### src/tilt_pkg.sv
// Package with shared types, constants and the CORDIC angle table.
package tilt_pkg;

  localparam int DefCordicSteps   = 16;
  localparam int DefAngleFracBits = 8;
  localparam int ZExtraOffset     = 205;
  localparam int TableFracBits    = 16;
  localparam int TableLen         = 24;
  localparam int AxisW            = 18;   // corrected axis width
  localparam int SqW              = 38;   // a^2 + b^2
  localparam int RadW             = 54;   // (a^2+b^2) << 16
  localparam int RootW            = 27;   // isqrt of RadW bits
  localparam int CordW            = 34;   // CORDIC x/y register width
  localparam int AngW             = 26;   // CORDIC angle accumulator
  localparam int YawW             = 40;

  localparam logic [1:0] RegXOffset = 2'd0;
  localparam logic [1:0] RegYOffset = 2'd1;
  localparam logic [1:0] RegZOffset = 2'd2;
  localparam logic [1:0] RegYawGain = 2'd3;

  typedef enum logic [2:0] {
    ST_IDLE,
    ST_LOAD,
    ST_SQRT,
    ST_CORDIC,
    ST_NEXT,
    ST_OUT
  } ctrl_state_t;

  typedef struct packed {
    logic capture;     // take the input word
    logic load;        // set up the angle operands (sel picks roll or pitch)
    logic sel;         // 0 = roll, 1 = pitch
    logic sqrt_step;
    logic cordic_init;
    logic cordic_step;
    logic store_angle;
    logic out_load;
  } tilt_cmd_t;

  function automatic logic [AngW-1:0] atan_entry(input logic [4:0] i);
    logic [AngW-1:0] v;
    case (i)
      5'd0:  v = 26'd2949120;
      5'd1:  v = 26'd1740967;
      5'd2:  v = 26'd919879;
      5'd3:  v = 26'd466945;
      5'd4:  v = 26'd234379;
      5'd5:  v = 26'd117304;
      5'd6:  v = 26'd58666;
      5'd7:  v = 26'd29335;
      5'd8:  v = 26'd14668;
      5'd9:  v = 26'd7334;
      5'd10: v = 26'd3667;
      5'd11: v = 26'd1833;
      5'd12: v = 26'd917;
      5'd13: v = 26'd458;
      5'd14: v = 26'd229;
      5'd15: v = 26'd115;
      5'd16: v = 26'd57;
      5'd17: v = 26'd29;
      5'd18: v = 26'd14;
      5'd19: v = 26'd7;
      5'd20: v = 26'd4;
      5'd21: v = 26'd2;
      5'd22: v = 26'd1;
      default: v = '0;
    endcase
    return v;
  endfunction

endpackage

### src/tilt_ctrl.sv
// Controller state machine sequencing square root and CORDIC for roll then pitch.
module tilt_ctrl import tilt_pkg::*; #(
  parameter int CORDIC_STEPS = DefCordicSteps
) (
  input  logic      clk,
  input  logic      rst,
  input  logic      in_fire,
  input  logic      out_busy,
  output logic      in_ready,
  output tilt_cmd_t cmd,
  output logic [4:0] step
);

  localparam int SqrtSteps = RootW;
  localparam int Steps = (CORDIC_STEPS < TableLen) ? CORDIC_STEPS : TableLen;

  ctrl_state_t state, state_next;
  logic [4:0]  cnt, cnt_next;
  logic        sel, sel_next;

  always_ff @(posedge clk) begin
    if (rst) begin
      state <= ST_IDLE;
      cnt   <= '0;
      sel   <= 1'b0;
    end else begin
      state <= state_next;
      cnt   <= cnt_next;
      sel   <= sel_next;
    end
  end

  assign step = cnt;

  always_comb begin
    state_next = state;
    cnt_next   = cnt;
    sel_next   = sel;
    cmd        = '0;
    cmd.sel    = sel;
    in_ready   = 1'b0;
    unique case (state)
      ST_IDLE: begin
        in_ready = 1'b1;
        if (in_fire) begin
          cmd.capture = 1'b1;
          sel_next    = 1'b0;
          state_next  = ST_LOAD;
        end
      end
      ST_LOAD: begin
        cmd.load   = 1'b1;
        cnt_next   = '0;
        state_next = ST_SQRT;
      end
      ST_SQRT: begin
        cmd.sqrt_step = 1'b1;
        cnt_next = cnt + 5'd1;
        if (cnt == 5'(SqrtSteps - 1)) begin
          cnt_next   = '0;
          state_next = ST_CORDIC;
          cmd.cordic_init = 1'b1;
        end
      end
      ST_CORDIC: begin
        cmd.cordic_step = 1'b1;
        cnt_next = cnt + 5'd1;
        if (cnt == 5'(Steps - 1)) begin
          state_next = ST_NEXT;
        end
      end
      ST_NEXT: begin
        cmd.store_angle = 1'b1;
        if (sel) begin
          state_next = ST_OUT;
        end else begin
          sel_next   = 1'b1;
          state_next = ST_LOAD;
        end
      end
      ST_OUT: begin
        if (!out_busy) begin
          cmd.out_load = 1'b1;
          state_next   = ST_IDLE;
        end
      end
      default: state_next = ST_IDLE;
    endcase
  end

endmodule

### src/tilt_dp.sv
// Datapath: offsets, bit-serial square root, iterative CORDIC and yaw integrator.
module tilt_dp import tilt_pkg::*; #(
  parameter int ANGLE_FRAC_BITS = DefAngleFracBits
) (
  input  logic              clk,
  input  logic              rst,
  input  tilt_cmd_t         cmd,
  input  logic [4:0]        step,
  input  logic [63:0]       in_word,
  input  logic              cfg_we,
  input  logic [1:0]        cfg_index,
  input  logic [15:0]       cfg_data,
  output logic signed [15:0] roll,
  output logic signed [15:0] pitch,
  output logic signed [31:0] yaw
);

  localparam int Drop = TableFracBits - ANGLE_FRAC_BITS;

  logic signed [15:0] x_off, y_off, z_off;
  logic [7:0]         gain;
  logic signed [AxisW-1:0] ax, ay, az;
  logic signed [15:0] gz;
  logic [YawW-1:0]    yaw_total;

  always_ff @(posedge clk) begin
    if (rst) begin
      x_off <= '0;
      y_off <= '0;
      z_off <= '0;
      gain  <= 8'd16;
    end else if (cfg_we) begin
      case (cfg_index)
        RegXOffset: x_off <= cfg_data;
        RegYOffset: y_off <= cfg_data;
        RegZOffset: z_off <= cfg_data;
        RegYawGain: gain  <= cfg_data[7:0];
        default: ;
      endcase
    end
  end

  // Input capture with offset removal.
  always_ff @(posedge clk) begin
    if (cmd.capture) begin
      ax <= AxisW'($signed(in_word[15:0])) - AxisW'(x_off);
      ay <= AxisW'($signed(in_word[31:16])) - AxisW'(y_off);
      az <= AxisW'($signed(in_word[47:32])) - AxisW'(ZExtraOffset) - AxisW'(z_off);
      gz <= $signed(in_word[63:48]);
    end
  end

  // Operand set-up: roll uses (ay; ax, az), pitch uses (-ax; ay, az).
  logic signed [AxisW-1:0] num_sel, a_sel;
  logic signed [AxisW:0]   num;
  logic [SqW-1:0]          sq;
  assign num_sel = cmd.sel ? ax : ay;
  assign a_sel   = cmd.sel ? ay : ax;

  logic signed [2*AxisW-1:0] a2s, b2s;
  logic [2*AxisW-1:0] a2, b2;
  assign a2s = a_sel * a_sel;
  assign b2s = az * az;
  assign a2  = $unsigned(a2s);
  assign b2  = $unsigned(b2s);
  assign sq  = SqW'(a2) + SqW'(b2);

  // Bit-serial square root: two radicand bits a step.
  logic [RadW-1:0]  rad;
  logic [RootW-1:0] root;
  logic [RootW+1:0] rem;
  logic [RootW+1:0] trial, rem_sh;
  assign rem_sh = {rem[RootW-1:0], rad[RadW-1 -: 2]};
  assign trial  = {root, 2'b01};

  always_ff @(posedge clk) begin
    if (cmd.load) begin
      num  <= cmd.sel ? -(AxisW+1)'(num_sel) : (AxisW+1)'(num_sel);
      rad  <= {sq, 16'd0};
      root <= '0;
      rem  <= '0;
    end else if (cmd.sqrt_step) begin
      rad <= {rad[RadW-3:0], 2'b00};
      if (rem_sh >= trial) begin
        rem  <= rem_sh - trial;
        root <= {root[RootW-2:0], 1'b1};
      end else begin
        rem  <= rem_sh;
        root <= {root[RootW-2:0], 1'b0};
      end
    end
  end

  // CORDIC vectoring, one rotation a cycle.
  logic signed [CordW-1:0] xv, yv;
  logic signed [AngW-1:0]  zv;
  logic signed [CordW-1:0] dx, dy;
  assign dx = yv >>> step;
  assign dy = xv >>> step;

  always_ff @(posedge clk) begin
    if (cmd.cordic_init) begin
      // The init comes with the last root step, so the final root bit is formed here.
      xv <= CordW'({root[RootW-2:0], rem_sh >= trial});
      yv <= CordW'(num) <<< 8;
      zv <= '0;
    end else if (cmd.cordic_step) begin
      if (!yv[CordW-1]) begin
        xv <= xv + dx;
        yv <= yv - dy;
        zv <= zv + $signed(atan_entry(step));
      end else begin
        xv <= xv - dx;
        yv <= yv + dy;
        zv <= zv - $signed(atan_entry(step));
      end
    end
  end

  // Round half away from zero.
  logic [AngW-1:0] mag, rmag;
  logic [15:0]     ang;
  assign mag  = zv[AngW-1] ? AngW'(-zv) : AngW'(zv);
  assign rmag = (mag + AngW'(1 << (Drop - 1))) >> Drop;
  assign ang  = (num == '0) ? 16'd0 : (zv[AngW-1] ? 16'(-rmag) : rmag[15:0]);

  logic signed [15:0] roll_hold, pitch_hold;
  always_ff @(posedge clk) begin
    if (cmd.store_angle) begin
      if (cmd.sel) pitch_hold <= ang;
      else         roll_hold  <= ang;
    end
  end

  logic signed [23:0] yinc;
  assign yinc = gz * $signed({1'b0, gain});

  always_ff @(posedge clk) begin
    if (rst) begin
      yaw_total <= '0;
    end else if (cmd.out_load) begin
      yaw_total <= yaw_total + YawW'(yinc);
    end
  end

  always_ff @(posedge clk) begin
    if (cmd.out_load) begin
      roll  <= roll_hold;
      pitch <= pitch_hold;
      yaw   <= 32'((yaw_total + YawW'(yinc)) >> 8);
    end
  end

endmodule

### src/accel_tilt_angle_estimator_core.sv
// Top level of the tilt angle estimator.
// Usage: one input word on s_axis (accel x, y, z and gyro z) gives one output
// word on m_axis (roll, pitch, yaw). Calibration registers are written through
// cfg_we / cfg_index / cfg_data; the user must do so only while no word is
// in flight, as the core itself does not enforce it.
// Each angle passes through a load step, the bit-serial square root, the
// CORDIC rotations and a store step; after capture, roll then pitch is
// computed on the single shared CORDIC rotator before the result register
// loads. One word is processed at a time.
// s_axis_tready is high only while the core is idle.
// The result sits in an output register; the next input word is accepted
// while it waits, and the core holds its finished word until m_axis is free.
// Reset (synchronous, active high) clears the offsets, sets the yaw gain to
// 16 and clears the yaw accumulator.
// A stalled receiver simply holds m_axis_tvalid and m_axis_tdata steady.
module accel_tilt_angle_estimator_core import tilt_pkg::*; #(
  parameter int CORDIC_STEPS    = DefCordicSteps,
  parameter int ANGLE_FRAC_BITS = DefAngleFracBits
) (
  input  logic        clk,
  input  logic        rst,
  input  logic        s_axis_tvalid,
  output logic        s_axis_tready,
  input  logic [63:0] s_axis_tdata,   // accel_x, accel_y, accel_z, gyro_z
  output logic        m_axis_tvalid,
  input  logic        m_axis_tready,
  output logic [63:0] m_axis_tdata,   // roll, pitch, yaw
  input  logic        cfg_we,
  input  logic [1:0]  cfg_index,
  input  logic [15:0] cfg_data
);

  tilt_cmd_t cmd;
  logic [4:0] step;
  logic in_ready, out_busy;
  logic signed [15:0] roll, pitch;
  logic signed [31:0] yaw;

  assign s_axis_tready = in_ready;
  assign out_busy = m_axis_tvalid && !m_axis_tready;

  tilt_ctrl #(.CORDIC_STEPS(CORDIC_STEPS)) u_ctrl (
    .clk, .rst,
    .in_fire (s_axis_tvalid && in_ready),
    .out_busy,
    .in_ready,
    .cmd,
    .step
  );

  tilt_dp #(.ANGLE_FRAC_BITS(ANGLE_FRAC_BITS)) u_dp (
    .clk, .rst, .cmd, .step,
    .in_word (s_axis_tdata),
    .cfg_we, .cfg_index, .cfg_data,
    .roll, .pitch, .yaw
  );

  always_ff @(posedge clk) begin
    if (rst) begin
      m_axis_tvalid <= 1'b0;
    end else if (cmd.out_load) begin
      m_axis_tvalid <= 1'b1;
    end else if (m_axis_tready) begin
      m_axis_tvalid <= 1'b0;
    end
  end

  assign m_axis_tdata = {yaw, pitch, roll};

endmodule

### config.mk
export PLATFORM = sky130hd
export DESIGN_NAME = accel_tilt_angle_estimator_core
export DESIGN_NICKNAME = d
export VERILOG_FILES = /design/src/tilt_pkg.sv /design/src/tilt_ctrl.sv /design/src/tilt_dp.sv /design/src/accel_tilt_angle_estimator_core.sv
export SDC_FILE = /design/constraint.sdc
export NUM_CORES = 2
export LEC_CHECK = 0
export ABC_AREA = 1
export BUFFER_PORTS_ARGS = -buffer_cell sky130_fd_sc_hd__buf_2
export CAP_MARGIN = 10
export CORE_MARGIN = 8
export CORE_UTILIZATION = 45
export DETAILED_ROUTE_END_ITERATION = 8
export GPL_TIMING_DRIVEN = 1
export PLACE_DENSITY = 0.72
export SLEW_MARGIN = 0
export SYNTH_ARGS = -nofsm -noshare
export SYNTH_HDL_FRONTEND = slang
export SYNTH_SLANG_ARGS = --single-unit
### constraint.sdc
create_clock -name clk -period 21.7 [get_ports clk]
set_input_delay 4.34 -clock clk [delete_from_list [all_inputs] [get_ports clk]]
set_output_delay 4.34 -clock clk [all_outputs]
set_load 0.01 [all_outputs]
==> impl_summary.md <==
Synthesis
The distinct cell type count after synthesis is slightly above 70. The count of warnings emitted by yosys is 0. The portion of netlist area occupied by mux cells is 0%. The post-synthesis cell count is around 8.6k.

The synthesized netlist devotes 31.6% of its cell area to adder and majority cells. The synthesized netlist net count is between 9k and 10k. The post-synthesis instance area is 64400 um^2. The async set-reset flop share out of synthesis is 0%.

Sequential elements use just under 20% of the synthesized area. The share of the synthesized netlist area taken by xor and xnor gates is 4.84%. Among all flip-flop cells after synthesis, the most frequent one is edfxtp_1. The synthesized design contains 497 register bits. A synthesized cell averages between 7 and 8 um^2. After synthesis, the largest family of logic cells by area is adder cells. The area fraction in compound gates after synthesis is a little under an eighth. The synthesized design contains about 270 enable-type register cells. The basic-gate share of the synthesized area counting and, or, nand and nor cells is about a fifth.

STA
Of the available clock period, the critical path in the final layout requires 45.6%. For the pin with the worst max-slew slack, the measured transition is 1.14 ns. Timing would allow up to 101 MHz. Setup repair after global routing left no endpoint under its margin.

The number of pins with negative max-slew slack in the final report is 0. The worst pin sits at a relative slew slack of a little under a quarter. The count of endpoints failing setup in the final report is 0. For the finished layout, the period the worst path requires is 9.90 ns.

The total negative slack is 0 ns. For the final database, setup skew stands at 0.0582 ns. The number of failing hold endpoints at the final stage is 0.

Global routing
The sum of overflow across all layers after global routing is 0. The wire length of the first global-routing pass is 284000 um. The pin count of the biggest net entering global routing is 77.

After global routing, the most crowded layer is met2. The number of global-route vias before repair came to around 55k. The overall track demand over capacity in global routing is around 22%. The met1 layer usage reported by global route is ~30%. For this run, global-route usage on met3 was measured as under 10%. Global routing used a little over a third of the available met2 tracks.

The initial antenna violation count is 5.

Critical path
The sort of element at the start of the critical path is a flip-flop. For the worst setup path, the data arrival time is approximately 10 ns. The most prevalent standard cell on the critical path is inv_1.

Of all nets on the critical path, the largest fanout is 56. The slowest stage cell on the critical path is fa_1. The critical path start-end classification is flip-flop to flip-flop. For the worst setup path, the data required time is 22.11 ns. The longest individual stage delay on the worst path is about 0.96 ns. The capturing element type of the critical path is a flip-flop.

Die
The area of the core is ~140000 um^2. The die covers 156000 um^2. Measured along the y axis, the die boundary spans roughly 390 um.

The count of pins on the block boundary is 153. For this configuration, the core starts out at a cell density of 45.1%. The die span in x is a little under 400 um. The initialized floorplan defines 139 standard-cell rows.

CTS
The buffer cell driving the clock tree root is clkbuf_16. The count of clock tree sinks is a little under 500. The H-tree generated during clock tree synthesis spans 2 levels. In this run, post-CTS repair resized a total of 0 instances.

The number of buffers on the longest clock path is 3. The total CTS buffers is 58. The number of setup buffers added after CTS is 0. The later pin in the worst-skew pair is clocked with a latency of roughly 0.70 ns. Buffers inserted to repair hold after CTS numbered 0. The CTS tree is yes. After clock tree synthesis, the clock-pin slew on the worst setup and hold paths is 0.06 ns.

Placement
The cell count after placement is approximately 10k. The routability congestion estimate from global placement is 0.981. The count of buffers added on input and output ports is 152. The half-perimeter wire length after placement is roughly 140000 um.

Worst hold path
The worst hold path belongs to the class flip-flop to flip-flop.

Layout
After the last flow step, the layout net total stands at roughly 9.9k. Leaving out fill and tap cells, the most frequent cell in the layout is inv_1. From synthesis to final layout, the design area changed by 6.87%.

The post-route netlist has roughly 5% of its cells at a drive strength greater than 1. In the layout the commonest cells are inv_1, nand2_1, fa_1, nor2_1, nand3_1. Once layout is complete, the cells apart from fillers number 10.5k.

Detailed routing
The total detailed-routing wirelength is ~170000 um. The first detailed-routing pass ran for 8 iterations. In this run, the number of DRC markers left after iteration 0 of detailed routing was between 4k and 5k. The mean number of vias per cell is 5.30. In this run the remaining antenna-violating nets after routing total 0. The remaining design rule violation count is 0.

Detailed routing inserted a total of 55.9k vias. Dividing the detail-routed wire length by the instance count gives 16.4 um.

Status
The run finished with clean final reports.

Run
The tool flagged a number of max-cap violations equal to 0.
==> through the flow <==
step                hold WS [ns]  utilization, %  setup slack (ns)  cell area (um^2)
floorplan                  0.400               -             13.20             64400
global placement           0.401            46.8             12.02             67000
detailed placement         0.405            46.8             11.88             67000
CTS                        0.413            48.2             11.80             68900
global route               0.424            48.2             11.20             68900
finish                     0.413            48.2             11.80             68900
==> final timing paths <==
| path | to | start | depth (start not counted) | slack (ns) |
|---|---|---|---|---|
| worst min register to register | u_dp.roll[5] | u_dp.roll_hold[5] | 0 | 0.41 |
| worst max-delay path | u_dp.rad[51] | u_ctrl.sel | 35 | 11.80 |
| worst min-delay path | u_dp.roll[5] | u_dp.roll_hold[5] | 0 | 0.41 |
| worst max register to register | u_dp.rad[51] | u_ctrl.sel | 35 | 11.80 |
==> synthesized netlist by cell type (27+ instances only) <==
cell type / number / area [um^2]
inv_1: 1751 / 6570
nand2_1: 1699 / 6380
fa_1: 694 / 13900
nor2_1: 679 / 2550
nand3_1: 525 / 2630
ha_1: 517 / 6470
a21oi_1: 502 / 2510
o21ai_0: 500 / 2500
edfxtp_1: 274 / 8230
xor2_1: 237 / 2080
dfxtp_1: 223 / 4460
clkbuf_1: 160 / 601
xnor2_1: 117 / 1020
nor3_1: 72 / 360
nand4_1: 52 / 325
a31oi_1: 50 / 313
buf_2: 49 / 245
o21ai_1: 39 / 195
o22ai_1: 38 / 238
a21o_1: 30 / 225
or2_2: 29 / 181
buf_1: 27 / 101
==> worst max-delay path, delay by kind of cell (launching register included) <==
kind	cells	cell delay, ns
AO/OA/AOI/OAI	4	1.56
flip-flops	1	0.38
adder cells (fa/ha/maj)	8	4.28
AND/OR/NAND/NOR	11	1.54
buffers and inverters	11	1.69
XOR/XNOR	1	0.15
==> layer usage <==
layer | share of wire (%) | wire, um | up-vias
li1 | - | - | 27098
met1 | 44 | 76500 | 26674
met2 | 46 | 80500 | 1851
met3 | 6.5 | 11300 | 311
met4 | 2.9 | 5020 | 2
met5 | 0.0069 | 12 | -
==> area by class of cell <==
class	count	area, um^2
Fill cell	14068	74100
Multi-Input combinational cell	6048	44000
Sequential cell	497	12700
Inverter	1775	6670
Tap cell	1903	2380
Clock buffer	73	1570
Timing Repair Buffer	212	1210
Clock inverter	36	344
Antenna cell	2	5.00
==> kinds of logic (layout without fill, tap and decap cells) <==
family          after synthesis  count (layout)
simple gates               3157            3157
buf+inv                    2033            2096
flops                       497             497
compound gates             1325            1325
xor+xnor                    355             355
other cells                   0               2
fa+ha+maj                  1211            1211
==> sequential cells by signal, summed over array words and instances (netlist names), 17 cells and up, named ones only <==
register        count
u_dp.root          27
u_dp.ay            17
u_dp.yv            34
u_dp.az            18
u_dp.ax            17
u_dp.yaw_total     40
u_dp.rad           38
u_dp.zv            26
u_dp.rem           27
u_dp.num           19
u_dp.yaw           32
u_dp.xv            34
Power is left out: the tool's default activity adds up to more than one toggle a clock period on the data nets, which glitch-free logic cannot reach.
